$ cat config.mk
export PLATFORM = sky130hd
export DESIGN_NAME = cvs_ram
export DESIGN_NICKNAME = d
export VERILOG_FILES = /design/src/rtl/cvs_ram.sv
export SDC_FILE = /design/constraint.sdc
export NUM_CORES = 1
export LEC_CHECK = 0
export ABC_AREA = 0
export BUFFER_PORTS_ARGS = -buffer_cell sky130_fd_sc_hd__buf_2
export CAP_MARGIN = 20
export CORE_MARGIN = 10
export CORE_UTILIZATION = 55
export CTS_CLUSTER_DIAMETER = 30
export CTS_CLUSTER_SIZE = 10
export DETAILED_ROUTE_END_ITERATION = 8
export PLACE_DENSITY = 0.71
export SYNTH_ARGS = -nofsm -noshare
export SYNTH_HDL_FRONTEND = slang
export SYNTH_SLANG_ARGS = --single-unit
$ cat constraint.sdc
create_clock -name clock -period 4.1 [get_ports clock]
set_input_delay 0.41 -clock clock [delete_from_list [all_inputs] [get_ports clock]]
set_output_delay 0.41 -clock clock [all_outputs]
set_load 0.02 [all_outputs]
$ cat src/rtl/cvs_ram.sv
// ---------------------------------------------------------------------------
// cvs_ram: generic single-port-write, single-read RAM
// One write and one registered read per cycle.
// ---------------------------------------------------------------------------
module cvs_ram #(
   parameter int Width = 16,
   parameter int Depth = 64
) (
   input  logic                     clock,
   input  logic                     wr_en,
   input  logic [$clog2(Depth)-1:0] wr_addr,
   input  logic [Width-1:0]         wr_data,
   input  logic [$clog2(Depth)-1:0] rd_addr,
   output logic [Width-1:0]         rd_data
);

   logic [Width-1:0] mem_ff [Depth];
   logic [Width-1:0] rd_data_ff;

   always_ff @(posedge clock) begin
      if (wr_en) begin
         mem_ff[wr_addr] <= wr_data;
      end
      rd_data_ff <= mem_ff[rd_addr];
   end

   assign rd_data = rd_data_ff;

endmodule

==> results.tsv, run 1 <==
metric	value	unit
worstSetupStartpoint	rd_addr[0]	
grt_max_degree	77	
min_period	2.667	ns
vias	19940	
ff2ff_path_depth	5	
slew_violations	0	
power.leakage	15.48	nW
clock_path_buffers	3	
synthArstFlopShare	0	
die_x	289.8	µm
fin_tns_setup	0	ns
cts.sinks	1040	
skew	0.03490	ns
finalCritPeriodShare	0.6505	
cap_violations	0	
wl_per_cell	30.84	µm
max_freq	374.9	MHz
yosysSeqAreaShare	0.7759	
clkTransAtPathRegs	0.05	ns
startpoint_type	primary input	
synth.avg_cell_area	21.89	µm²
track_usage	0.2316	
cp.required	4.72	ns
r2r_setup_slack	1.74	ns
netlist_area	40040	µm²
clk-insertion-delay-late	0.75	ns
wl	97.01	mm
synth.area.top_cells	edfxtp_1 77%, mux4_2 12%, mux2i_1 2.1%, dfxtp_1 0.80%, mux2_2 0.76%	
area_growth	18.30	%
htree_levels	4	
ir_worst_vdd	368.6	µV
viasPerCell	6.337	
synth.top_cell.area_share	0.7679	
setup_ws	1.433	ns
rsz0062_at_grt	no	
route.detailed.drc	0	
num-fill-cells	4505	
synthFlopType	edfxtp_1	
worstMarginPinSlew	1.017	ns
core	71850	µm²
cts_tree	built	
worstReg2RegStart	mem_ff[18][9]$_DFFE_PP_	
ioPinCount	46	
synthCells	1829	
first_pass_iters	6	
numCtsBuffers	168	
worst_setup_path_endpoint	rd_data[14]$_DFF_P_	
initial_utilization	0.5573	
status	finished clean	
grt_overflow	0	
io_buffers	45	
relSlewSlack	0.3219	
drive_above_1_share	0.3117	
dp_slack	0.7058	ns
synth_largest_area_cell	edfxtp_1	
die_area	84000	µm²
cts-hold-fix-buffers	0	
crit_path_cell_trace	buf_8 > buf_4 > mux4_2 > mux2_2 > nand2_1 > nand4_1 > and4_1	
antenna_found_initial	7	
die_h	289.8	µm
path_max_fanout	76	
nets	2084	
dpl.hpwl	56.82	mm
cts_setup_buffers	0	
cts_resized	0	
synth_fp_nets	1859	
floorplan.rows	98	
ant_nets	0	
setup_viol	0	
arrival	3.29	ns
power_density	566.6	nW/µm²
yosys_warnings	0	
hp-class	in2reg	
clock-root-buffer	clkbuf_16	
path_class	in2reg	
grt_pass1_wl	142.8	mm
finalHoldViolCount	0	
reg2reg_to	rd_data[9]$_DFF_P_	
synth_edf_count	1024	
cp_slowest_cell	buf_8	
yosys.cell_types.count	43	
critPathMaxStageDelay	0.65	ns
ys_ff_latch	1040	
grt_pass1_vias	20720	
endpoint_kind	register	
dr.first_iter.drc_count	2395	
gp_congestion	0.8455	
## logic make-up (layout without fill, tap and decap cells)
family,after synthesis,after routing,synth area share
AOI/OAI and AO/OA,129,129,0.02409
buffers and inverters,104,466,0.01831
DFF,1040,1040,0.7759
muxes,336,336,0.1552
other,0,5,0
and+or+nand+nor,220,220,0.02647
## worst max-delay path, delay by kind of cell
kind | cells | cell delay (ns)
simple gates | 3 | 0.91
buf+inv | 2 | 1.07
mux | 2 | 0.82
## worst min path at each step
stage	startpoint	to	slack, ns	cells past startpoint
floorplan	wr_data[0]	mem_ff[0][0]$_DFFE_PP_	0.51	0
global placement	rd_data[0]$_DFF_P_	rd_data[0]	0.84	1
detailed placement	rd_data[9]$_DFF_P_	rd_data[9]	0.84	1
CTS	wr_data[2]	mem_ff[7][2]$_DFFE_PP_	0.11	1
global route	wr_data[2]	mem_ff[22][2]$_DFFE_PP_	0.14	1
finish	wr_data[2]	mem_ff[7][2]$_DFFE_PP_	0.12	1
## power by group
group	switching [mW]	internal (mW)	leakage, nW
clock	4.95	8.94	2.75
combinational	0.735	0.390	3.39
sequential	0.0406	11.8	9.35
## synth_stat cells, drive strengths merged (5+ instances only)
cell type  count
a211o          8
a21oi         17
a311oi         8
and4           5
o21ai          8
clkbuf        27
mux4         224
nand3         24
a22oi         39
a22o           6
nand4         12
edfxtp      1024
buf           77
a221o          6
nor2b         30
a221oi        16
a31oi          8
mux2          27
nand2         60
nor2          74
dfxtp         16
a41oi          5
mux2i         85
a211oi         8
## cell type report
class,count,area (µm²),share of cell area
Clock inverter,114,1269,0.02678
Clock buffer,193,4393,0.09274
Sequential cell,1040,31070,0.6559
Multi-Input combinational cell,685,8254,0.1743
Tap cell,950,1189,0.02509
Antenna cell,5,12.51,0.0002641
Timing Repair Buffer,159,1181,0.02494
## sequential cells by signal (all words and copies together) (netlist names)
signal	cells
mem_ff	1024
rd_data	16
## routing by layer
metal  vias up  global-route usage  routed length (µm)
li1       8201                   -                   -
met1     10450              0.3011               36430
met2      1080              0.3542               46220
met3       201             0.07558               10310
met4         6              0.1040                4007
met5         -                   0                  40
## cell usage in the layout, fill, tap and decap left out, types with 27 or more instances in the layout
| master | n |
|---|---|
| mux4_2 | 220 |
| edfxtp_1 | 1024 |
| buf_4 | 108 |
| nand2_1 | 59 |
| mux2i_1 | 85 |
| nor2_1 | 71 |
| clkbuf_16 | 172 |
| mux2_2 | 27 |
| buf_2 | 42 |
| nor2b_1 | 29 |
| a22oi_1 | 39 |
| clkinv_2 | 29 |
## through the flow
stage	std cells	hold WS [ns]	cell area, µm²	util	total power [mW]
2_1_floorplan	1829	0.5089	40040	-	12.65
3_3_place_gp	2834	0.8383	41690	0.5803	13.12
3_5_place_dp	2834	0.8408	41690	0.5803	13.15
4_1_cts	3141	0.1131	47360	0.6591	26.99
5_1_grt	3142	0.1414	47360	0.6591	27.58
6_report	3146	0.1232	47370	0.6592	26.84
Note: power is estimated with default switching activity, not from simulation.
==> run 2, diff against run 1 <==
- PLACE_DENSITY: 0.71 -> 0.74
- clock period: 4.1 -> 2.2 ns (I/O delays scaled with it)
==> run 2 against run 1 <==
Non-clock buffer count is 129 higher. Design area is 3.1% higher. Hold slack worse by 0.084 ns. Flip-flop and latch count stayed put. Clock-buffer cell count is 5 higher. Combinational power is 110% higher. Utilization is 2.0 points higher. Sequential power is 87% higher. Largest power group unchanged. Register-to-register slack worse by 1.7 ns. Cell count is 4.0% higher.
==> results.tsv, run 2 (synthesis gave the netlist of run 1 again) <==
metric	value	unit
dr.first_iter.drc_count	2965	
track_usage	0.2353	
area_growth	21.95	%
dr.max_layer_used	met5	
grt_max_degree	65	
wl_met2	47.56	mm
dp_slack	-0.4452	ns
hp-class	in2reg	
layoutNonFillerInstCount	3272	
vias	20680	
status	finished clean	
wl_met3	10.18	mm
skew	0.02556	ns
core	71850	µm²
regMostFlops	mem_ff	
drive_above_1_share	0.3493	
rsz0062_at_grt	no	
worstMarginPinSlew	0.9491	ns
endpoint_kind	register	
power.leakage	16.26	nW
met1_length	36.57	mm
final_cell_mix	1,024 x edfxtp_1, 220 x mux4_2, 190 x buf_4	
relSlewSlack	0.3659	
initial_utilization	0.5573	
path_class	reg2reg	
cts.sinks	1040	
setup_ws	0.01772	ns
dpl-instance-area	43090	µm²
antenna_found_initial	6	
setup_viol	0	
cap_violations	0	
ant_nets	0	
power_density	1029	nW/µm²
grt_pass1_wl	146.3	mm
antenna_cells	0	
grt_pass1_vias	21390	
io_buffers	45	
startpoint_type	register	
clock-root-buffer	clkbuf_16	
ir_worst_vdd	761.1	µV
grt_overflow	0	
ioPinCount	46	
cts_setup_buffers	0	
cts_tree	built	
cp.required	2.80	ns
htree_levels	4	
arrival	2.78	ns
die_area	84000	µm²
dp_cells	2955	
nets	2212	
clock_path_buffers	3	
path_max_fanout	1	
finalHoldViolCount	0	
p_total	50.24	mW
min_period	2.182	ns
largest_reg_flops	1024	
design_area	48830	µm²
viasPerCell	6.321	
slew_violations	0	
gp_congestion	0.9976	
r2r_setup_slack	0.02	ns
first_pass_iters	6	
die_x	289.8	µm
die_h	289.8	µm
max_freq	458.2	MHz
wl	98.20	mm
finalCritPeriodShare	0.9919	
numCtsBuffers	167	
clkTransAtPathRegs	0.05	ns
floorplan.rows	98	
final_common_cell	edfxtp_1	
dpl.hpwl	59.81	mm
clk-insertion-delay-late	0.75	ns
wl_per_cell	30.01	µm
route.detailed.drc	0	
run 2: cell count changes in the layout (fill, tap and decap cells not counted), moves of 3 or more:
cell           delta
buf_4            +82
clkinv_1          -8
clkbuf_1          +3
clkbuf_8          +4
diode_2           -5
clkinv_2          +4
buf_12           +39
clkinvlp_4        +5
dlygate4sd3_1     +8
run 2: metal layers:
metal / up-vias / track usage
met5: - / 0
met2: 1285 / 0.3670
li1: 8446 / -
met4: 6 / 0.09938
met1: 10740 / 0.3182
met3: 205 / 0.05343
run 2: where the power goes:
group / internal [mW] / switching [mW] / leakage (nW)
Sequential: 22.0 / 0.0858 / 9.35
Combinational: 0.931 / 1.39 / 4.18
Clock: 16.5 / 9.32 / 2.73
run 2: worst max-delay path, stage by stage (launching register included):
cell and delay, ns:
edfxtp_1 0.38, mux4_2 0.52, mux2i_1 0.30, a22oi_1 0.27
a31oi_2 0.43, a311oi_1 0.13
run 2: final timing paths:
check                          startpoint                endpoint  cells after the start
setup reg to reg  mem_ff[6][15]$_DFFE_PP_     rd_data[15]$_DFF_P_                      5
hold reg to reg   mem_ff[18][5]$_DFFE_PP_      rd_data[5]$_DFF_P_                      4
setup / recovery  mem_ff[6][15]$_DFFE_PP_     rd_data[15]$_DFF_P_                      5
hold / removal                 wr_data[4]  mem_ff[7][4]$_DFFE_PP_                      1
run 2: timing repair:
item                                   in CTS  in global routing
setup endpoints to repair                   1                  1
gates resized for setup                     1                  1
pin swaps                                   0                  0
endpoints found under the hold margin     202                  0
hold buffers                                8                  0
run 2: area by class of cell:
cell class	instances	area, µm²
multi-input combinational	685	8262
sequential	1040	31070
fill	4347	23020
timing repair buffer	288	2658
clock inverter	111	1245
clock buffer	198	4409
tap	950	1189
run 2: metrics by stage:
stage | hold slack (ns) | utilization | setup TNS, ns
after floorplan | 0.3189 | - | 0
after global placement | 0.5604 | 0.5996 | -2.713
after detailed placement | 0.5671 | 0.5996 | -3.120
after CTS | 0.003848 | 0.6795 | 0
after global routing | 0.02597 | 0.6796 | 0
final | 0.03877 | 0.6796 | 0
