File: src/rtl/cvs_pkg.sv
// ---------------------------------------------------------------------------
// cvs_pkg: shared types and constants for the strided 2D correlation block
// Geometry limits, register indexes, operation codes and the job record
// passed from the front end to the MAC engine.
// ---------------------------------------------------------------------------
package cvs_pkg;

   localparam int MaxCols   = 64;
   localparam int MaxKernel = 8;
   localparam int Taps      = MaxKernel * MaxKernel;
   localparam int Lines     = MaxKernel * MaxCols;

   localparam int ColW  = $clog2(MaxCols);
   localparam int KrW   = $clog2(MaxKernel);
   localparam int TapW  = $clog2(Taps);
   localparam int LineW = $clog2(Lines);
   localparam int SumW  = 38;
   localparam int DataW = 16;
   localparam int CsrW  = 11;
   localparam int CsrIdxW = 3;

   // register indexes
   localparam logic [CsrIdxW-1:0] RegInputRows  = 3'd0;
   localparam logic [CsrIdxW-1:0] RegInputCols  = 3'd1;
   localparam logic [CsrIdxW-1:0] RegKernelRows = 3'd2;
   localparam logic [CsrIdxW-1:0] RegKernelCols = 3'd3;
   localparam logic [CsrIdxW-1:0] RegStepSize   = 3'd4;

   // operation codes
   localparam logic OpLoadWeight = 1'b0;
   localparam logic OpSample     = 1'b1;

   // one window job
   typedef struct packed {
      logic [KrW-1:0]  r0_slot;   // line slot of window top row
      logic [ColW-1:0] c0;        // window left column
      logic [KrW:0]    kr;        // kernel rows in use, 1..MaxKernel
      logic [KrW:0]    kc;        // kernel cols in use
      logic            last;      // final window of the frame
   } job_type;

   typedef enum logic [1:0] {
      MAC_IDLE,
      MAC_READ,
      MAC_DONE
   } mac_state_type;

endpackage

File: src/rtl/cvs_front.sv
// ---------------------------------------------------------------------------
// cvs_front: item classifier and position tracker
// Holds geometry registers, walks the raster position, writes samples into
// the line store, and posts a window job when a sample closes a window on
// the stride grid.
// ---------------------------------------------------------------------------
module cvs_front (
   input  logic                         clock,
   input  logic                         reset,
   // configuration
   input  logic                         csr_wr_en,
   input  logic [cvs_pkg::CsrIdxW-1:0]  csr_index,
   input  logic [cvs_pkg::CsrW-1:0]     csr_data,
   // item beat (already qualified)
   input  logic                         item_valid,
   input  logic                         item_op,
   output logic                         item_stall,
   // storage writes
   output logic                         wgt_wr_en,
   output logic                         line_wr_en,
   output logic [cvs_pkg::LineW-1:0]    line_wr_addr,
   // job queue push
   output logic                         job_push,
   output cvs_pkg::job_type             job,
   input  logic                         job_full
);

   logic [10:0] rows_cfg_ff, rows_cfg_in;
   logic [6:0]  cols_cfg_ff, cols_cfg_in;
   logic [3:0]  kr_cfg_ff, kr_cfg_in, kc_cfg_ff, kc_cfg_in, st_cfg_ff, st_cfg_in;
   logic [9:0]  row_ff, row_in;
   logic [cvs_pkg::ColW-1:0] col_ff, col_in;
   // stride phase counters: distance from last grid point
   logic [2:0]  rph_ff, rph_in, cph_ff, cph_in;

   logic [10:0] rows;
   logic [6:0]  cols;
   logic [cvs_pkg::KrW:0] kr, kc;
   logic [3:0]  st;
   logic [10:0] r1;
   logic [6:0]  c1;
   logic        row_ok, col_ok, is_sample, fire;
   logic [10:0] r0;
   logic [6:0]  c0;
   logic [10:0] row_span, last_r0;
   logic [6:0]  col_span, last_c0;
   logic        row_end, frame_end;

   // saturate geometry
   always_comb begin
      rows = (rows_cfg_ff == 11'd0) ? 11'd1 :
             (rows_cfg_ff > 11'd1024) ? 11'd1024 : rows_cfg_ff;
      cols = (cols_cfg_ff == 7'd0) ? 7'd1 :
             (cols_cfg_ff > 7'(cvs_pkg::MaxCols)) ? 7'(cvs_pkg::MaxCols) : cols_cfg_ff;
      kr = (kr_cfg_ff == 4'd0) ? 4'd1 :
           (kr_cfg_ff > 4'(cvs_pkg::MaxKernel)) ? 4'(cvs_pkg::MaxKernel) : kr_cfg_ff;
      kc = (kc_cfg_ff == 4'd0) ? 4'd1 :
           (kc_cfg_ff > 4'(cvs_pkg::MaxKernel)) ? 4'(cvs_pkg::MaxKernel) : kc_cfg_ff;
      st = (st_cfg_ff == 4'd0) ? 4'd1 : (st_cfg_ff > 4'd8) ? 4'd8 : st_cfg_ff;
   end

   // window test
   always_comb begin
      r1 = 11'(row_ff) + 11'd1;
      c1 = 7'(col_ff) + 7'd1;
      row_ok = (11'(kr) <= rows) && (r1 >= 11'(kr));
      col_ok = (7'(kc) <= cols) && (c1 >= 7'(kc));
      r0 = r1 - 11'(kr);
      c0 = c1 - 7'(kc);
      row_span = rows - 11'(kr);
      col_span = cols - 7'(kc);
      is_sample = item_valid && (item_op == cvs_pkg::OpSample);
      fire = is_sample && row_ok && col_ok && (rph_ff == 3'd0) && (cph_ff == 3'd0);
      row_end = (c1 == cols);
      frame_end = row_end && (r1 == rows);
   end

   // last window: no grid point lies between this one and the frame edge
   always_comb begin
      last_r0 = row_span - r0;
      last_c0 = col_span - c0;
   end

   assign item_stall = is_sample && job_full;

   // storage and job
   always_comb begin
      wgt_wr_en = item_valid && (item_op == cvs_pkg::OpLoadWeight);
      line_wr_en = is_sample && !job_full;
      line_wr_addr = {row_ff[cvs_pkg::KrW-1:0], col_ff};
      job_push = fire && !job_full;
      job.r0_slot = r0[cvs_pkg::KrW-1:0];
      job.c0 = c0[cvs_pkg::ColW-1:0];
      job.kr = kr;
      job.kc = kc;
      job.last = (last_r0 < 11'(st)) && (last_c0 < 7'(st));
   end

   // position, phase and registers
   always_comb begin
      rows_cfg_in = rows_cfg_ff;
      cols_cfg_in = cols_cfg_ff;
      kr_cfg_in = kr_cfg_ff;
      kc_cfg_in = kc_cfg_ff;
      st_cfg_in = st_cfg_ff;
      row_in = row_ff;
      col_in = col_ff;
      rph_in = rph_ff;
      cph_in = cph_ff;
      if (csr_wr_en) begin
         unique case (csr_index)
            cvs_pkg::RegInputRows:  rows_cfg_in = csr_data;
            cvs_pkg::RegInputCols:  cols_cfg_in = csr_data[6:0];
            cvs_pkg::RegKernelRows: kr_cfg_in = csr_data[3:0];
            cvs_pkg::RegKernelCols: kc_cfg_in = csr_data[3:0];
            cvs_pkg::RegStepSize:   st_cfg_in = csr_data[3:0];
            default: ;
         endcase
         if (csr_index <= cvs_pkg::RegStepSize) begin
            row_in = '0;
            col_in = '0;
            rph_in = '0;
            cph_in = '0;
         end
      end else if (is_sample && !job_full) begin
         // column phase counts once the window's left edge is in range
         if (col_ok) begin
            cph_in = (cph_ff == 3'(st - 4'd1)) ? 3'd0 : cph_ff + 3'd1;
         end
         col_in = col_ff + cvs_pkg::ColW'(1);
         if (row_end) begin
            col_in = '0;
            cph_in = '0;
            row_in = row_ff + 10'd1;
            if (row_ok) begin
               rph_in = (rph_ff == 3'(st - 4'd1)) ? 3'd0 : rph_ff + 3'd1;
            end
            if (frame_end) begin
               row_in = '0;
               rph_in = '0;
            end
         end
      end
   end

   always_ff @(posedge clock) begin
      if (reset) begin
         rows_cfg_ff <= 11'd64;
         cols_cfg_ff <= 7'd64;
         kr_cfg_ff <= 4'd3;
         kc_cfg_ff <= 4'd3;
         st_cfg_ff <= 4'd1;
         row_ff <= '0;
         col_ff <= '0;
         rph_ff <= '0;
         cph_ff <= '0;
      end else begin
         rows_cfg_ff <= rows_cfg_in;
         cols_cfg_ff <= cols_cfg_in;
         kr_cfg_ff <= kr_cfg_in;
         kc_cfg_ff <= kc_cfg_in;
         st_cfg_ff <= st_cfg_in;
         row_ff <= row_in;
         col_ff <= col_in;
         rph_ff <= rph_in;
         cph_ff <= cph_in;
      end
   end

endmodule

File: config.mk
export PLATFORM = sky130hd
export DESIGN_NAME = cvs_front
export DESIGN_NICKNAME = d
export VERILOG_FILES = /design/src/rtl/cvs_pkg.sv /design/src/rtl/cvs_front.sv
export SDC_FILE = /design/constraint.sdc
export NUM_CORES = 1
export LEC_CHECK = 0
export BUFFER_PORTS_ARGS = -buffer_cell sky130_fd_sc_hd__buf_2
export CAP_MARGIN = 40
export CORE_ASPECT_RATIO = 0.6
export CORE_MARGIN = 2
export CORE_UTILIZATION = 55
export CTS_CLUSTER_SIZE = 16
export DETAILED_ROUTE_END_ITERATION = 12
export GPL_ROUTABILITY_DRIVEN = 0
export GPL_TIMING_DRIVEN = 0
export PLACE_DENSITY = 0.78
export SYNTH_ARGS = -nofsm -noshare
export SYNTH_HDL_FRONTEND = slang
export SYNTH_SLANG_ARGS = --single-unit
File: constraint.sdc
create_clock -name clock -period 4.8 [get_ports clock]
set_input_delay 0.96 -clock clock [delete_from_list [all_inputs] [get_ports clock]]
set_output_delay 0.96 -clock clock [all_outputs]
set_load 0.03 [all_outputs]
==> results_dict.tcl <==
set metrics [dict create \
    outcome "finished, violations left" \
    violations "negative setup slack" \
    drc 0 \
    tns_ps -673.0 \
    synthesis.area_sq_um 5186 \
    clock_path_buffers 2 \
    whs_path_depth 2 \
    synth_cell_types 74 \
    hpwlAfterDp_mm 12.20 \
    start_util_pct 56.65 \
    min_path_type "register to register" \
    finClkSkew_ps 10.84 \
    vias 5320 \
    setup_viol 1 \
    power.internal_uw 965.7 \
    fin_ws_ps -673.0 \
    cts_tree "yes" \
    min_from "row_ff[9]" \
    synthFlopType "dfxtp_1" \
    finalHoldViolations 0 \
    clk_pin_slew_ps 70 \
    max-cap-violations 0 \
    dieHeight_um 79.22 \
    yosys_warnings 0 \
    cts_buffers 5 \
    synth_top_cell_area_share_pct 20.07 \
    io_buffers 49 \
    worst_setup_path_end_kind "primary output" \
    wl_per_cell_um 18.58 \
    syn_nets 748 \
    cts_hold_buf 0 \
    insertion_delay_ps 300 \
    syn_area_per_cell_sq_um 7.764 \
    grt_pass1_vias 4775 \
    reg2reg_from "rows_cfg_ff[10]" \
    max_slew_margin_pct 37.20 \
    nets 830 \
    ir_worst_vdd_v 0.0002209 \
    min_period_ps 5473 \
    insertedDiodeCount 0 \
    io_pins 51 \
    register_area_sq_um 1076 \
    switching_share_pct 39.24 \
    startpoint "kr_cfg_ff[1]" \
    via_per_inst 6.039 \
    max_freq_mhz 182.7 \
    synth-seq-area-share_pct 20.07 \
    cpMaxStageDelayCell "fa_2" \
    fillers 685 \
    drv_slew 0 \
    layout-drive-gt1-share_pct 24.37 \
    synth_edf_count 0 \
    arrival_ps 4510 \
    clock_tree.root_cell "clkbuf_16" \
    critPathTopFamily "compound AO/OA/AOI/OAI gates" \
    final_core_util_pct 70.15 \
    rsz0062_at_grt "yes" \
    htreeDepth 2 \
    startpoint_type "register" \
    area_delta_synth_final_pct 23.84 \
    path_max_fanout 3 \
    crit_chain "nor2_1, o21ai_2, inv_2, ha_2, inv_2, fa_2, buf_4, a311oi_4, nand2_1, xor2_1, ha_1, inv_1, ha_1, nor2_2, a21boi_2, a311oi_2, a211oi_2, xor2_1, nand3_1, a211oi_4, buf_6" \
    path_depth 21 \
    timing.hold.ws_ps 501.5 \
    switchingPower_uw 623.6 \
    num_rows 27 \
    leakage_uw 0.002703 \
    p_clk_share_pct 23.0 \
    grt_max_degree 17 \
    synth.ff_latch_count 52 \
    die_width_um 129.4 \
    cts.sinks 52 \
    ant_nets 0 \
    fin_crit_sh_pct 114.0 \
    combPwrFrac_pct 48.6 \
    drt_iter0_drc 814 \
    grt_antenna_before_repair 0 \
    core_sq_um 9155 \
    power_density_nw_per_um2 247.5 \
    tightest_slew_ps 942.0 \
    grt_usage_pct 31.39 \
    rr_worst_depth 11 \
    yosys.area.top_type "dfxtp_1" \
    synthArstFlopShare_pct 0 \
    dieArea_sq_um 10250 \
    dr.pass1.iters 5 \
    cpPeakStageDelay_ps 390 \
    multiInputGateArea_sq_um 4180 \
    critical_path_class "register to primary output" \
    grt_pass1_wl_mm 24.85 \
    wirelength_mm 16.37 \
    power_frac_seq_pct 28.4 \
    cp.required_ps 3840 \
    synthTopCellsByArea "dfxtp_1 20%, ha_1 13%, nand2_1 6.3%, xnor2_1 6.1%, inv_1 4.6%" \
    crit_buf_inv 5 \
    globalRouteOverflowTotal 0 \
    synth_cells 668 \
]
## cell families (layout without fill, tap and decap cells)
logic type / after synthesis / in the layout / share of synthesized area [%]
mux: 15 / 15 / 2.919
fa+ha+maj: 61 / 61 / 15.68
compound gates: 137 / 137 / 18.24
simple gates: 240 / 240 / 22.82
flops: 52 / 52 / 20.07
xor+xnor: 66 / 66 / 12.52
buf+inv: 97 / 180 / 7.744
## per-stage QoR
step           instances  area [sq um]  total power (uW)  setup slack (ps)
6_report             881          6422              1589            -673.0
5_1_grt              881          6422              1684            -866.3
4_1_cts              869          6147              1497            -810.7
3_5_place_dp         848          5682              1081             -1164
3_3_place_gp         847          5677              1051             -1008
2_1_floorplan        668          5269             927.3            -537.5
## worst reg2reg max path, delay by kind of cell (launching register included)
family	cells	cell delay, ps
flip-flops	1	420
buffers and inverters	2	440
adder cells (fa/ha/maj)	2	560
AND/OR/NAND/NOR	2	560
AO/OA/AOI/OAI	5	1600
## cell usage after synthesis (3+ instances only)
library cell	instances
a2111oi_0	3
a211o_1	7
a211oi_1	4
a21boi_0	4
a21o_1	13
a21oi_1	39
a311oi_1	3
and3_1	3
buf_2	12
buf_4	6
clkbuf_1	14
dfxtp_1	52
fa_1	7
ha_1	53
inv_1	63
mux2i_1	14
nand2_1	87
nand2b_1	9
nand3_1	15
nand3b_1	7
nand4_1	9
nor2_1	56
nor2b_1	10
nor3_1	11
nor4_1	6
o211ai_1	7
o21a_1	3
o21ai_0	22
o22ai_1	3
or2_2	4
or3_1	6
xnor2_1	36
xnor3_1	3
xor2_1	24
## placed cells by master (no fill, tap or decap), types with 16 or more instances in the layout
cell     instances
xor2_1          21
nor2_1          54
buf_4           35
nand2_1         86
o21ai_0         16
dfxtp_1         42
a21oi_1         37
inv_1           55
xnor2_1         31
buf_2           56
ha_1            39
## power groups by stage
stage	registers, uW	logic [uW]	clock network [uW]
6_report	451	772	366
5_1_grt	452	845	387
4_1_cts	453	680	364
3_5_place_dp	462	618	0
3_3_place_gp	462	589	0
2_1_floorplan	460	468	0
## sequential cells by signal, indices dropped and copies added (netlist names)
name / cells
cols_cfg_ff: 7
st_cfg_ff: 4
cph_ff: 3
col_ff: 6
kc_cfg_ff: 4
rows_cfg_ff: 11
row_ff: 10
kr_cfg_ff: 4
rph_ff: 3
## timing repair
| item | in CTS | in global routing |
|---|---|---|
| setup buffers | 14 | 12 |
| endpoints found under the setup margin | 1 | 1 |
| pin swaps | 26 | 26 |
| resized for setup | 53 | 39 |
## area by class of cell
type	count	area share, %
multi-input combinational	519	65.09
sequential	52	16.75
timing repair buffer	76	7.033
inverter	65	3.838
buffer	31	2.533
tap	130	2.533
clock buffer	6	2.007
clock inverter	2	0.2143
## worst paths after layout
| kind | slack (ps) | end |
|---|---|---|
| setup reg to reg | 1160 | rph_ff[2] |
| hold reg to reg | 500 | row_ff[9] |
| hold / removal | 500 | row_ff[9] |
| setup / recovery | -670 | job[0] |
## per-layer routing
layer	global-route usage [%]	routed length, um	up-vias	share of wire [%]
met3	9.097	2268	33	14
li1	-	-	2464	-
met1	46.63	7267	2480	44
met5	0	0	-	0
met2	44.79	6586	343	40
met4	6.196	248	0	1.5
No activity file was read; power rests on OpenSTA's default activity.
