**config.mk**
```make
export PLATFORM = sky130hd
export DESIGN_NAME = cvs_mac
export DESIGN_NICKNAME = d
export VERILOG_FILES = /design/src/rtl/cvs_pkg.sv /design/src/rtl/cvs_mac.sv
export SDC_FILE = /design/constraint.sdc
export NUM_CORES = 1
export LEC_CHECK = 0
export ABC_AREA = 1
export BUFFER_PORTS_ARGS = -buffer_cell sky130_fd_sc_hd__buf_2
export CAP_MARGIN = 20
export CORE_MARGIN = 3
export CORE_UTILIZATION = 51
export CTS_BUF_LIST = sky130_fd_sc_hd__clkbuf_8
export DETAILED_ROUTE_END_ITERATION = 8
export PLACE_DENSITY = 0.69
export SLEW_MARGIN = 20
export SYNTH_ARGS = -nofsm -noshare
export SYNTH_HDL_FRONTEND = slang
export SYNTH_SLANG_ARGS = --single-unit
```
**constraint.sdc**
```tcl
create_clock -name clock -period 7.7 [get_ports clock]
set_clock_uncertainty 0.1 [all_clocks]
set_input_delay 0.385 -clock clock [delete_from_list [all_inputs] [get_ports clock]]
set_output_delay 0.385 -clock clock [all_outputs]
set_load 0.01 [all_outputs]
```
**src/rtl/cvs_pkg.sv**
```systemverilog
// ---------------------------------------------------------------------------
// cvs_pkg: shared types and constants for the strided 2D correlation block
// Geometry limits, register indexes, operation codes and the job record
// passed from the front end to the MAC engine.
// ---------------------------------------------------------------------------
package cvs_pkg;

   localparam int MaxCols   = 64;
   localparam int MaxKernel = 8;
   localparam int Taps      = MaxKernel * MaxKernel;
   localparam int Lines     = MaxKernel * MaxCols;

   localparam int ColW  = $clog2(MaxCols);
   localparam int KrW   = $clog2(MaxKernel);
   localparam int TapW  = $clog2(Taps);
   localparam int LineW = $clog2(Lines);
   localparam int SumW  = 38;
   localparam int DataW = 16;
   localparam int CsrW  = 11;
   localparam int CsrIdxW = 3;

   // register indexes
   localparam logic [CsrIdxW-1:0] RegInputRows  = 3'd0;
   localparam logic [CsrIdxW-1:0] RegInputCols  = 3'd1;
   localparam logic [CsrIdxW-1:0] RegKernelRows = 3'd2;
   localparam logic [CsrIdxW-1:0] RegKernelCols = 3'd3;
   localparam logic [CsrIdxW-1:0] RegStepSize   = 3'd4;

   // operation codes
   localparam logic OpLoadWeight = 1'b0;
   localparam logic OpSample     = 1'b1;

   // one window job
   typedef struct packed {
      logic [KrW-1:0]  r0_slot;   // line slot of window top row
      logic [ColW-1:0] c0;        // window left column
      logic [KrW:0]    kr;        // kernel rows in use, 1..MaxKernel
      logic [KrW:0]    kc;        // kernel cols in use
      logic            last;      // final window of the frame
   } job_type;

   typedef enum logic [1:0] {
      MAC_IDLE,
      MAC_READ,
      MAC_DONE
   } mac_state_type;

endpackage

```
**src/rtl/cvs_mac.sv**
```systemverilog
// ---------------------------------------------------------------------------
// cvs_mac: window MAC engine
// Takes one job, reads one weight and one sample per cycle from the stores,
// and accumulates the products into a 38-bit sum.
// ---------------------------------------------------------------------------
module cvs_mac (
   input  logic                          clock,
   input  logic                          reset,
   input  logic                          job_valid,
   input  cvs_pkg::job_type              job,
   output logic                          job_pop,
   output logic                          rd_busy,
   output logic [cvs_pkg::TapW-1:0]      wgt_rd_addr,
   input  logic [cvs_pkg::DataW-1:0]     wgt_rd_data,
   output logic [cvs_pkg::LineW-1:0]     line_rd_addr,
   input  logic [cvs_pkg::DataW-1:0]     line_rd_data,
   output logic                          res_valid,
   output logic [cvs_pkg::SumW-1:0]      res_sum,
   output logic                          res_last,
   input  logic                          res_taken
);

   cvs_pkg::mac_state_type state_ff, state_in;
   cvs_pkg::job_type job_ff, job_in;
   logic [cvs_pkg::KrW:0] i_ff, i_in, j_ff, j_in;
   logic [cvs_pkg::TapW-1:0] tap_ff, tap_in;
   logic rd_vld_ff, rd_vld_in, rd_end_ff, rd_end_in;
   logic prod_vld_ff, prod_end_ff;
   logic signed [31:0] prod_ff;
   logic [cvs_pkg::SumW-1:0] acc_ff, acc_in;
   logic [cvs_pkg::SumW-1:0] sum_ff;
   logic last_ff, res_vld_ff, res_vld_in;
   logic issue_end;
   logic [cvs_pkg::ColW:0] col_sum;
   logic [cvs_pkg::KrW:0] slot_sum;

   // next state
   always_comb begin
      state_in = state_ff;
      unique case (state_ff)
         cvs_pkg::MAC_IDLE: if (job_valid && !res_vld_ff) state_in = cvs_pkg::MAC_READ;
         cvs_pkg::MAC_READ: if (issue_end) state_in = cvs_pkg::MAC_DONE;
         cvs_pkg::MAC_DONE: if (prod_vld_ff && prod_end_ff) state_in = cvs_pkg::MAC_IDLE;
         default: state_in = cvs_pkg::MAC_IDLE;
      endcase
   end

   // read address walk
   always_comb begin
      issue_end = (i_ff == job_ff.kr - (cvs_pkg::KrW+1)'(1)) &&
                  (j_ff == job_ff.kc - (cvs_pkg::KrW+1)'(1));
      slot_sum = {1'b0, job_ff.r0_slot} + i_ff;
      col_sum = {1'b0, job_ff.c0} + (cvs_pkg::ColW+1)'(j_ff);
      wgt_rd_addr = tap_ff;
      line_rd_addr = {slot_sum[cvs_pkg::KrW-1:0], col_sum[cvs_pkg::ColW-1:0]};
   end

   // stores are being read; writes must wait
   assign rd_busy = (state_ff == cvs_pkg::MAC_READ);

   // outputs and counters
   always_comb begin
      job_pop = (state_ff == cvs_pkg::MAC_IDLE) && job_valid && !res_vld_ff;
      job_in = job_ff;
      i_in = i_ff;
      j_in = j_ff;
      tap_in = tap_ff;
      rd_vld_in = 1'b0;
      rd_end_in = 1'b0;
      acc_in = acc_ff;
      res_vld_in = res_vld_ff && !res_taken;
      if (job_pop) begin
         job_in = job;
         i_in = '0;
         j_in = '0;
         tap_in = '0;
         acc_in = '0;
      end
      if (state_ff == cvs_pkg::MAC_READ) begin
         rd_vld_in = 1'b1;
         rd_end_in = issue_end;
         tap_in = tap_ff + cvs_pkg::TapW'(1);
         if (j_ff == job_ff.kc - (cvs_pkg::KrW+1)'(1)) begin
            j_in = '0;
            i_in = i_ff + (cvs_pkg::KrW+1)'(1);
         end else begin
            j_in = j_ff + (cvs_pkg::KrW+1)'(1);
         end
      end
      if (prod_vld_ff) begin
         acc_in = acc_ff + cvs_pkg::SumW'(prod_ff);
         if (prod_end_ff) res_vld_in = 1'b1;
      end
   end

   always_ff @(posedge clock) begin
      if (reset) begin
         state_ff <= cvs_pkg::MAC_IDLE;
         rd_vld_ff <= 1'b0;
         prod_vld_ff <= 1'b0;
         res_vld_ff <= 1'b0;
      end else begin
         state_ff <= state_in;
         rd_vld_ff <= rd_vld_in;
         prod_vld_ff <= rd_vld_ff;
         res_vld_ff <= res_vld_in;
      end
      job_ff <= job_in;
      i_ff <= i_in;
      j_ff <= j_in;
      tap_ff <= tap_in;
      rd_end_ff <= rd_end_in;
      prod_end_ff <= rd_end_ff;
      prod_ff <= 32'($signed(wgt_rd_data)) * 32'($signed(line_rd_data));
      acc_ff <= acc_in;
      if (prod_vld_ff && prod_end_ff) begin
         sum_ff <= acc_ff + cvs_pkg::SumW'(prod_ff);
         last_ff <= job_ff.last;
      end
   end

   assign res_valid = res_vld_ff;
   assign res_sum = sum_ff;
   assign res_last = last_ff;

endmodule

```
==> implementation parameters, run 1 <==
Parameter                              Value

Global route
  Met2 demand-to-capacity share in global routing ... 40.96%
  Met3 routing resource usage after global routing ... 3.589%
  Overall overflow remaining after global route ... 0
  Most Crowded Layer GR ... met2
  Number of antenna violations at the first check in global routing ... 0
  Pin count of the biggest net entering global routing ... 40
  Global-route wire length before repair ... 75.56 mm
  Via count of the first global-routing pass ... 15.14k
  Gr usage total ... 24.51%
  Met1 Usage GRT ... 34.39%

Worst hold path
  Kind of path behind the tightest hold check ... input port to flop

Timing
  RSZ-0062 raised after global routing ... no
  Post-route clock period utilization ... 73.44%
  TNS Setup ... 0 ns
  Number of slew-limit violations in the final report ... 0
  Hold Fails Final Rpt ... 0
  Pin slew with the least headroom to its limit ... 0.5748 ns
  Count of final setup violators ... 0
  Worst path setup slack after routing ... 2.045 ns
  Fmax ... 0.1768 GHz
  Post-layout min period ... 5.655 ns
  Slew margin rel. ... 61.68%

Placed design
  GPL Wtd Cong ... 0.9761
  Post-placement setup slack ... 1.565 ns
  Placed Instance Area ... 0.01933 sq mm
  HPWL after detailed placement ... 37.31 mm
  Quantity of I/O buffers inserted on ports ... 110

CTS
  Clock transition at the registers of the reported paths ... 0.08 ns
  Source-to-sink clock delay at the later pin of the worst-skew pair ... 0.46 ns
  Resized Gates After CTS ... 0
  Clock buffer count from CTS ... 17
  CTS tree ... built
  Number of buffers between clock root and the deepest sink ... 2
  Root cell of the clock tree ... sky130_fd_sc_hd__clkbuf_8
  CTS sink cnt ... 148
  CTS H-tree depth ... 4

Setup path
  Maximum fanout encountered on the critical timing path ... 16
  Arrival time at the worst endpoint ... 5.92 ns
  Startpoint-to-endpoint class of the critical path ... input port to flop
  Critical path endpoint category ... flop
  Required time of the worst setup path ... 7.96 ns
  Startpoint kind of the worst setup timing path ... input port

Drt
  Mean routed wirelength per cell ... 15.52 um
  Final wirelength ... 44.39 mm
  DR vias ... 14.44k
  Detailed-router iteration count before antenna repair ... 7
  Number of nets still failing antenna checks after routing ... 0
  Ratio of routed vias to standard cells ... 5.049
  Detailed-route DRC error count ... 0
  Violation count after the first detailed-route iteration ... 904

Synth
  Synth unique cells ... 41
  Count of flip-flops with a built-in enable after synthesis ... 105
  Synthesized netlist net count ... 2750
  Post-synthesis async set-or-reset flop share ... 0%
  Sequential-to-total area share from yosys stat ... 21.81%
  Yosys warns ... 0
  Mapped Cells ... 2302
  Post-Syn Area per Cell ... 7.995 sq um
  Total of flip-flops plus latches after synthesis ... 148
  Cell area after synthesis ... 0.01841 sq mm
  Top_reg_cell synth ... sky130_fd_sc_hd__edfxtp_1

Floorplanning
  Overall die area ... 0.03840 sq mm
  Floorplan die width ... 196.0 um
  Effective utilization at floorplan ... 52.51%
  Overall die height ... 196.0 um
  Core area ... 0.03505 sq mm
  I/O pin count ... 111
  Cell Rows ... 68

Job
  Max Cap Viol ... 0

Cells and area
  Net count of the finished layout ... 2839
  P&R area growth vs syn ... 7.790%
  Share of cells above drive strength 1 ... 7.113%
  Design area ... 0.01984 sq mm

Run status
  Status ... finished, final reports clean
==> sequential cells by signal, indices dropped and copies added (netlist names) <==
name / count
acc_ff: 38
i_ff: 4
j_ff: 4
job_ff: 18
prod_end_ff: 1
prod_ff: 32
prod_vld_ff: 1
rd_end_ff: 1
rd_vld_ff: 1
res_last: 1
res_sum: 38
res_valid: 1
state_ff: 2
wgt_rd_addr: 6
==> cell usage in the layout (no fill, tap or decap), types with 3 or more instances in the layout <==
master | Yosys | final
sky130_fd_sc_hd__a21boi_0 | 4 | 4
sky130_fd_sc_hd__a21o_1 | 3 | 3
sky130_fd_sc_hd__a21oi_1 | 70 | 70
sky130_fd_sc_hd__and2_1 | 4 | 4
sky130_fd_sc_hd__and3_1 | 3 | 3
sky130_fd_sc_hd__buf_2 | 0 | 110
sky130_fd_sc_hd__buf_4 | 0 | 4
sky130_fd_sc_hd__clkbuf_8 | 0 | 17
sky130_fd_sc_hd__clkinv_1 | 1 | 3
sky130_fd_sc_hd__clkinv_2 | 0 | 3
sky130_fd_sc_hd__clkinvlp_4 | 0 | 5
sky130_fd_sc_hd__dfxtp_1 | 43 | 43
sky130_fd_sc_hd__dlygate4sd3_1 | 0 | 18
sky130_fd_sc_hd__edfxtp_1 | 105 | 105
sky130_fd_sc_hd__fa_1 | 265 | 265
sky130_fd_sc_hd__ha_1 | 129 | 129
sky130_fd_sc_hd__inv_1 | 595 | 597
sky130_fd_sc_hd__nand2_1 | 616 | 616
sky130_fd_sc_hd__nand2_2 | 7 | 7
sky130_fd_sc_hd__nand3_1 | 56 | 56
sky130_fd_sc_hd__nand3_2 | 3 | 3
sky130_fd_sc_hd__nand3b_1 | 9 | 9
sky130_fd_sc_hd__nand4_1 | 17 | 17
sky130_fd_sc_hd__nor2_1 | 163 | 163
sky130_fd_sc_hd__nor3_1 | 13 | 13
sky130_fd_sc_hd__o21a_1 | 4 | 4
sky130_fd_sc_hd__o21ai_0 | 28 | 28
sky130_fd_sc_hd__o21bai_1 | 13 | 13
sky130_fd_sc_hd__or2_2 | 5 | 5
sky130_fd_sc_hd__xnor2_1 | 29 | 29
sky130_fd_sc_hd__xor2_1 | 35 | 35
==> critical path: stages <==
cell	delay, ns
sky130_fd_sc_hd__buf_2	0.29
sky130_fd_sc_hd__nand2_1	0.16
sky130_fd_sc_hd__inv_1	0.15
sky130_fd_sc_hd__fa_1	0.55
sky130_fd_sc_hd__fa_1	0.86
sky130_fd_sc_hd__fa_1	0.53
sky130_fd_sc_hd__fa_1	0.51
sky130_fd_sc_hd__fa_1	0.50
sky130_fd_sc_hd__inv_1	0.05
sky130_fd_sc_hd__fa_1	0.47
sky130_fd_sc_hd__inv_1	0.04
sky130_fd_sc_hd__ha_1	0.35
sky130_fd_sc_hd__nand2_1	0.15
sky130_fd_sc_hd__nor3_1	0.35
sky130_fd_sc_hd__nand4_1	0.14
sky130_fd_sc_hd__nand3_1	0.19
sky130_fd_sc_hd__xor2_1	0.24
==> path summary, 6_finish.rpt <==
path                        start     endpoint  slack [ns]  depth (start not counted)
hold reg to reg         rd_end_ff  prod_end_ff        0.23                          0
setup / recovery  line_rd_data[1]  prod_ff[24]        2.04                         17
hold / removal              reset  state_ff[1]        0.05                          2
setup reg to reg        acc_ff[0]   acc_ff[20]        4.91                         15
==> per-layer routing <==
layer	up-vias	part of all wire (%)	wire length [um]
li1	6970	-	-
met1	7034	45	19870
met2	384	48	21260
met3	52	5.7	2511
met4	0	1.7	748
met5	-	0	0
==> area by class of cell <==
class	count	area (sq um)
fill	3303	15210
multi-input combinational	1495	11920
sequential	148	4014
inverter	597	2241
timing repair buffer	132	760.7
tap	455	569.3
clock buffer	17	234.0
clock inverter	15	93.84
antenna	1	2.502
==> through the flow <==
step	util, %	instances	hold WS [ns]
after floorplan	-	2302	0.2096
after global placement	55.14	2809	0.2116
after detailed placement	55.14	2809	0.2121
after CTS	56.59	2859	0.02129
after global routing	56.59	2859	0.03787
final	56.60	2860	0.05330
==> synth_stat cells (2+ instances only) <==
cell	instances	area share, %
sky130_fd_sc_hd__nor2_2	2	0.068
sky130_fd_sc_hd__nor3_1	13	0.35
sky130_fd_sc_hd__clkbuf_1	61	1.2
sky130_fd_sc_hd__o21ai_0	28	0.76
sky130_fd_sc_hd__a21boi_0	4	0.16
sky130_fd_sc_hd__or2_2	5	0.17
sky130_fd_sc_hd__and3_1	3	0.10
sky130_fd_sc_hd__a21oi_2	2	0.095
sky130_fd_sc_hd__ha_1	129	8.8
sky130_fd_sc_hd__nand2_2	7	0.24
sky130_fd_sc_hd__edfxtp_1	105	17
sky130_fd_sc_hd__dfxtp_1	43	4.7
sky130_fd_sc_hd__and2_1	4	0.14
sky130_fd_sc_hd__a211oi_1	2	0.082
sky130_fd_sc_hd__xnor2_1	29	1.4
sky130_fd_sc_hd__or2_1	2	0.068
sky130_fd_sc_hd__nor3_2	2	0.11
sky130_fd_sc_hd__a21o_1	3	0.12
sky130_fd_sc_hd__nand3_1	56	1.5
sky130_fd_sc_hd__fa_1	265	29
sky130_fd_sc_hd__o21bai_1	13	0.53
sky130_fd_sc_hd__nand3b_1	9	0.37
sky130_fd_sc_hd__nor2_1	163	3.3
sky130_fd_sc_hd__o21a_1	4	0.16
sky130_fd_sc_hd__inv_1	595	12
sky130_fd_sc_hd__xor2_1	35	1.7
sky130_fd_sc_hd__a21oi_1	70	1.9
sky130_fd_sc_hd__o211ai_2	2	0.14
sky130_fd_sc_hd__nand2_1	616	13
sky130_fd_sc_hd__nand4_1	17	0.58
sky130_fd_sc_hd__nand3_2	3	0.16
==> logic make-up after synthesis <==
group           Yosys count  share of synthesized area (%)
compound gates          133                          4.228
xor+xnor                 65                          3.134
fa+ha+maj               394                          37.59
buf+inv                 659                          13.44
flops                   148                          21.81
simple gates            903                          19.80
==> repair_timing <==
item                      CTS  global route
setup buffers               0             0
hold endpoints to repair   18             0
hold buffers               18             0
Power of run 1 is left out: the tool's default activity adds up to more than one toggle a clock period on the data nets, which glitch-free logic cannot reach.
==> run 2: changes to the inputs <==
Settings changed: PLACE_DENSITY 0.69 to 0.71.
Clock period 7.7 ns to 4.88 ns, I/O delays scaled along.
==> implementation parameters, run 2 (same netlist as run 1, synthesis figures left out) <==
Parameter                              Value

Global route
  Overall overflow remaining after global route ... 0 (unchanged)
  Pin count of the biggest net entering global routing ... 40 (unchanged)
  Via count of the first global-routing pass ... 15.75k (+4.0%)
  Global-route wire length before repair ... 78.61 mm (+4.0%)
  Gr usage total ... 25.72% (+1.2 points)
  Number of antenna violations at the first check in global routing ... 1 (+1)

CTS
  Clock buffer count from CTS ... 17 (unchanged)
  CTS H-tree depth ... 4 (unchanged)
  Source-to-sink clock delay at the later pin of the worst-skew pair ... 0.48 ns (+0.02 ns)
  CTS tree ... built
  Number of buffers between clock root and the deepest sink ... 2 (unchanged)
  Clock transition at the registers of the reported paths ... 0.09 ns (about the same)
  Root cell of the clock tree ... sky130_fd_sc_hd__clkbuf_8
  CTS sink cnt ... 148 (unchanged)

Setup path
  Arrival time at the worst endpoint ... 5.13 ns (-0.79 ns)
  Critical path endpoint category ... flop
  Required time of the worst setup path ... 5.15 ns (-2.81 ns)
  Maximum fanout encountered on the critical timing path ... 8 (-8)
  Startpoint kind of the worst setup timing path ... input port
  Startpoint-to-endpoint class of the critical path ... input port to flop

Floorplanning
  Effective utilization at floorplan ... 52.51% (unchanged)
  Cell Rows ... 68 (unchanged)
  Floorplan die width ... 196.0 um (unchanged)
  Core area ... 0.03505 sq mm (unchanged)
  I/O pin count ... 111 (unchanged)
  Overall die area ... 0.03840 sq mm (unchanged)
  Overall die height ... 196.0 um (unchanged)

Placed design
  Quantity of I/O buffers inserted on ports ... 110 (unchanged)
  GPL Wtd Cong ... 0.9856 (+0.97%)
  HPWL after detailed placement ... 39.93 mm (+7.0%)
  Number of placed instances with taps included ... 2955 (+5.2%)

Timing
  Post-route clock period utilization ... 99.72%
  Post-layout min period ... 4.867 ns
  Hold Fails Final Rpt ... 0 (unchanged)
  Fmax ... 0.2055 GHz
  RSZ-0062 raised after global routing ... yes
  Pin slew with the least headroom to its limit ... 0.5772 ns (+0.002448 ns)
  Count of final setup violators ... 0 (unchanged)
  Slew margin rel. ... 61.52% (-0.16 points)
  Number of slew-limit violations in the final report ... 0 (unchanged)

Cells and area
  Utilization after layout ... 63.50% (+6.9 points)
  Share of cells above drive strength 1 ... 19.49% (+12 points)
  P&R area growth vs syn ... 20.93%
  Top library cells by usage in the layout, fill and taps aside ... sky130_fd_sc_hd__nand2_1, sky130_fd_sc_hd__inv_1, sky130_fd_sc_hd__fa_1
  Net count of the finished layout ... 3005 (+5.8%)
  Post-route non-filler standard cell count ... 3025 (+5.8%)
  Most frequent standard cell in the layout excluding fill and tap cells ... sky130_fd_sc_hd__nand2_1
  ANT cells ... 0 (-1)

Run status
  Status ... finished, final reports clean

Drt
  DR vias ... 15.00k (+3.9%)
  Detailed-route DRC error count ... 0 (unchanged)
  Final wirelength ... 47.56 mm (+7.1%)
  Ratio of routed vias to standard cells ... 4.957 (-1.8%)
  Violation count after the first detailed-route iteration ... 962 (+6.4%)
  Detailed-router iteration count before antenna repair ... 5 (-2)
  Mean routed wirelength per cell ... 15.72 um (+1.3%)
  Number of nets still failing antenna checks after routing ... 0 (unchanged)

Job
  Max Cap Viol ... 0 (unchanged)

Worst hold path
  Kind of path behind the tightest hold check ... input port to flop
[run 2: changes by cell type in the layout (fill, tap and decap cells not counted), sizes merged]
cell	delta
buf	+161
bufinv	+4
clkbuf	+3
clkinv	-5
clkinvlp	-1
diode	-1
dlygate4sd3	+2
inv	+2
[run 2: final cells by class]
class | count | area, sq um
clock buffers | 17 | 234.0
repair buffers | 298 | 2321
flip-flops and latches | 148 | 4014
well taps | 455 | 569.3
fillers | 3056 | 12800
clock inverters | 15 | 205.2
multi-input cells | 1495 | 12670
inverters | 597 | 2246
[run 2: final timing paths]
path	from	end	slack [ns]	cells past startpoint
min	line_rd_data[0]	prod_ff[0]	0.09	3
max	wgt_rd_data[6]	prod_ff[25]	0.01	20
max reg2reg	acc_ff[0]	acc_ff[28]	2.02	15
min reg2reg	rd_end_ff	prod_end_ff	0.23	0
[run 2: metal layers]
metal | wire [um] | GRT usage (%) | up-vias
met5 | 0 | 0 | -
met4 | 870 | 5.492 | 0
met3 | 2460 | 4.053 | 64
met2 | 23250 | 43.53 | 378
met1 | 20980 | 35.30 | 7244
li1 | - | - | 7310
[run 2: metrics by stage]
step / hold WS [ns] / setup TNS [ns] / instance area [sq um] / setup WS, ns
final: 0.09241 / 0 / 22260 / 0.01346
after global routing: 0.1049 / -0.6443 / 22260 / -0.1122
after CTS: 0.06934 / 0 / 21490 / 0.001417
after detailed placement: 0.2138 / -9.659 / 20780 / -0.7568
after global placement: 0.2115 / -9.162 / 20780 / -0.7946
after floorplan: 0.2096 / -0.9157 / 19150 / -0.1439
[run 2: what timing repair did]
item	4_1_cts	5_1_grt
gates cloned	0	1
pin swaps	3	79
resized for setup	20	198
setup buffers	0	18
hold buffers	20	0
endpoints found under the hold margin	23	0
setup endpoints to repair	7	19
[run 2: critical path, stage by stage]
cell and delay, ns:
sky130_fd_sc_hd__buf_12 0.09, sky130_fd_sc_hd__buf_12 0.12, sky130_fd_sc_hd__nand2_1 0.09, sky130_fd_sc_hd__fa_1 0.54, sky130_fd_sc_hd__inv_1 0.06, sky130_fd_sc_hd__fa_1 0.56, sky130_fd_sc_hd__fa_1 0.46, sky130_fd_sc_hd__fa_2 0.51
sky130_fd_sc_hd__fa_1 0.54, sky130_fd_sc_hd__inv_1 0.05, sky130_fd_sc_hd__fa_1 0.54, sky130_fd_sc_hd__inv_2 0.04, sky130_fd_sc_hd__ha_4 0.23, sky130_fd_sc_hd__buf_4 0.15, sky130_fd_sc_hd__a21oi_4 0.14, sky130_fd_sc_hd__a21boi_4 0.22
sky130_fd_sc_hd__o21ai_1 0.09, sky130_fd_sc_hd__nand2_1 0.08, sky130_fd_sc_hd__nand3_2 0.13, sky130_fd_sc_hd__xor2_2 0.22
Power of run 2 is left out for the same reason.
==> run 3: changes to the inputs <==
Settings changed: CORE_UTILIZATION 51 to 57, PLACE_DENSITY 0.71 to 0.78.
Clock period 4.88 ns to 4.05 ns, I/O delays scaled along.
==> implementation parameters, run 3 (same netlist as run 1, synthesis figures left out) <==
Parameter                              Value

Timing
  Post-layout min period ... 4.739 ns
  Slew margin rel. ... 55.38% (-6.1 points)
  Post-route clock period utilization ... 117.0%
  Worst path setup slack after routing ... -0.6888 ns (-0.7022 ns)
  Count of final setup violators ... 23 (+23)
  Pin slew with the least headroom to its limit ... 0.6651 ns (+0.08790 ns)
  Hold Fails Final Rpt ... 0 (unchanged)
  Fmax ... 0.2110 GHz
  RSZ-0062 raised after global routing ... yes
  TNS Setup ... -11.27 ns (-11.27 ns)
  Number of slew-limit violations in the final report ... 0 (unchanged)

Drt
  Final wirelength ... 49.79 mm (+4.7%)
  Ratio of routed vias to standard cells ... 5.228 (+5.5%)
  Mean routed wirelength per cell ... 16.48 um (+4.8%)
  DR vias ... 15.80k (+5.4%)
  Detailed-route DRC error count ... 0 (unchanged)
  Detailed-router iteration count before antenna repair ... 7 (+2)
  Number of nets still failing antenna checks after routing ... 0 (unchanged)
  Violation count after the first detailed-route iteration ... 974 (+1.2%)

Setup path
  Required time of the worst setup path ... 4.35 ns (-0.80 ns)
  Startpoint of the worst-slack reg-to-reg timing path ... acc_ff[0]
  Flop-to-flop setup slack ... 1.17 ns (-0.85 ns)
  Critical Path Slowest Stage Cell ... sky130_fd_sc_hd__fa_2
  Kind of cell adding the most delay to the critical path ... adder cells
  Maximum fanout encountered on the critical timing path ... 7 (-1)
  Total buffers and inverters traversed by the critical path ... 8 (+2)
  Critical path endpoint category ... flop
  Cells along the critical path ... buf_12 -> buf_6 -> buf_6 -> nand2_1 -> inv_2 -> fa_2 -> inv_2 -> fa_1 -> inv_2 -> fa_1 -> inv_1 -> fa_2 -> fa_2 -> fa_1 -> inv_2 -> ha_4 -> nand2_4 -> nor2_4 -> nand2_2 -> nor3_2 -> nand2_1 -> nand2_1 -> nand3_1 -> nand2_1
  Startpoint-to-endpoint class of the critical path ... input port to flop
  Startpoint of the most critical setup path ... wgt_rd_data[15]
  Startpoint kind of the worst setup timing path ... input port
  Delay of the slowest cell on the worst path ... 0.62 ns (+0.06 ns)
  Arrival time at the worst endpoint ... 5.04 ns (-0.09 ns)

Run status
  Status ... finished, violations left
  Violated checks ... negative setup slack

Worst hold path
  Source of the worst hold timing path ... wgt_rd_data[0]
  Kind of path behind the tightest hold check ... input port to flop

Floorplanning
  I/O pin count ... 111 (unchanged)
  Overall die area ... 0.03448 sq mm (-10%)
  Overall die height ... 185.7 um (-5.2%)
  Floorplan die width ... 185.7 um (-5.2%)
  Cell Rows ... 65 (-4.4%)
  Core area ... 0.03172 sq mm (-9.5%)
  Effective utilization at floorplan ... 58.03% (+5.5 points)

Global route
  Overall overflow remaining after global route ... 0 (unchanged)
  Gr usage total ... 29.73% (+4.0 points)
  Global-route wire length before repair ... 80.85 mm (+2.8%)
  Number of antenna violations at the first check in global routing ... 0 (-1)
  Via count of the first global-routing pass ... 16.76k (+6.4%)
  Pin count of the biggest net entering global routing ... 40 (unchanged)

CTS
  Clock buffer count from CTS ... 17 (unchanged)
  CTS sink cnt ... 148 (unchanged)
  Source-to-sink clock delay at the later pin of the worst-skew pair ... 0.46 ns (-0.02 ns)
  Root cell of the clock tree ... sky130_fd_sc_hd__clkbuf_8
  Clock transition at the registers of the reported paths ... 0.09 ns (about the same)
  Number of buffers between clock root and the deepest sink ... 2 (unchanged)
  CTS tree ... built
  CTS H-tree depth ... 4 (unchanged)

Placed design
  GPL Wtd Cong ... 0.9666 (-1.9%)
  Quantity of I/O buffers inserted on ports ... 110 (unchanged)
  Number of placed instances with taps included ... 2925 (-1.0%)
  HPWL after detailed placement ... 39.69 mm (-0.60%)

Cells and area
  Top library cells by usage in the layout, fill and taps aside ... sky130_fd_sc_hd__nand2_1, sky130_fd_sc_hd__inv_1, sky130_fd_sc_hd__fa_1
  ANT cells ... 0 (unchanged)
  Total area of multi-input combinational cells ... 0.01341 sq mm (+5.9%)
  Combined flip-flop and latch cell area ... 0.004014 sq mm (unchanged)
  Most frequent standard cell in the layout excluding fill and tap cells ... sky130_fd_sc_hd__nand2_1
  Layout filler cell count ... 2263 (-26%)
  Net count of the finished layout ... 3055 (+1.7%)
  P&R area growth vs syn ... 28.25%
  Post-route non-filler standard cell count ... 3022 (-0.099%)
  Share of cells above drive strength 1 ... 26.18% (+6.7 points)

Job
  Max Cap Viol ... 0 (unchanged)
[run 3: area by class of cell]
type | count | share of cell area, %
multi-input combinational | 1495 | 56.82
clock buffer | 18 | 1.050
sequential | 148 | 17.00
inverter | 597 | 9.589
timing repair buffer | 348 | 12.82
clock inverter | 14 | 0.5884
tap | 402 | 2.131
[run 3: repair_timing]
action	4_1_cts	5_1_grt
hold buffers	20	0
hold endpoints to repair	23	0
setup buffers	31	15
gates cloned	0	1
gates resized for setup	319	120
pin swaps	182	104
setup endpoints to repair	23	24
[run 3: worst reg2reg max path, cell delays in order, from the launching register on]
cell and delay (ns):
sky130_fd_sc_hd__edfxtp_1 0.35, sky130_fd_sc_hd__ha_1 0.26, sky130_fd_sc_hd__inv_1 0.11, sky130_fd_sc_hd__fa_1 0.43, sky130_fd_sc_hd__inv_1 0.20, sky130_fd_sc_hd__nand2_1 0.13
sky130_fd_sc_hd__o21bai_2 0.26, sky130_fd_sc_hd__nand2_1 0.11, sky130_fd_sc_hd__nand2_2 0.10, sky130_fd_sc_hd__nand2_1 0.07, sky130_fd_sc_hd__nand2_2 0.12, sky130_fd_sc_hd__nand2_1 0.12
sky130_fd_sc_hd__nand2_1 0.07, sky130_fd_sc_hd__nand2_1 0.05, sky130_fd_sc_hd__nand2_1 0.09, sky130_fd_sc_hd__inv_1 0.08
[run 3: per-stage QoR]
| stage | utilization (%) | hold WS, ns | instance area, sq um | worst slack [ns] |
|---|---|---|---|---|
| 2_1_floorplan | - | 0.1716 | 19360 | -0.9303 |
| 3_3_place_gp | 66.67 | 0.2113 | 21150 | -1.454 |
| 3_5_place_dp | 66.67 | 0.2198 | 21150 | -1.507 |
| 4_1_cts | 72.60 | 0.09881 | 23030 | -0.6815 |
| 5_1_grt | 74.42 | 0.07890 | 23610 | -0.8586 |
| 6_report | 74.42 | 0.07261 | 23610 | -0.6888 |
[run 3: per-layer routing]
layer | global-route usage [%] | up-vias | wire length (um)
li1 | - | 7397 | -
met1 | 39.16 | 7703 | 20140
met2 | 51.45 | 568 | 25020
met3 | 3.557 | 131 | 3048
met4 | 9.890 | 0 | 1582
met5 | 0 | - | 0
[run 3: path summary, 6_finish.rpt]
| kind | end | cells after the start |
|---|---|---|
| max reg2reg | res_sum[20] | 15 |
| max | prod_ff[31] | 24 |
| min reg2reg | prod_end_ff | 0 |
| min | prod_ff[0] | 4 |
Power of run 3 is left out for the same reason.
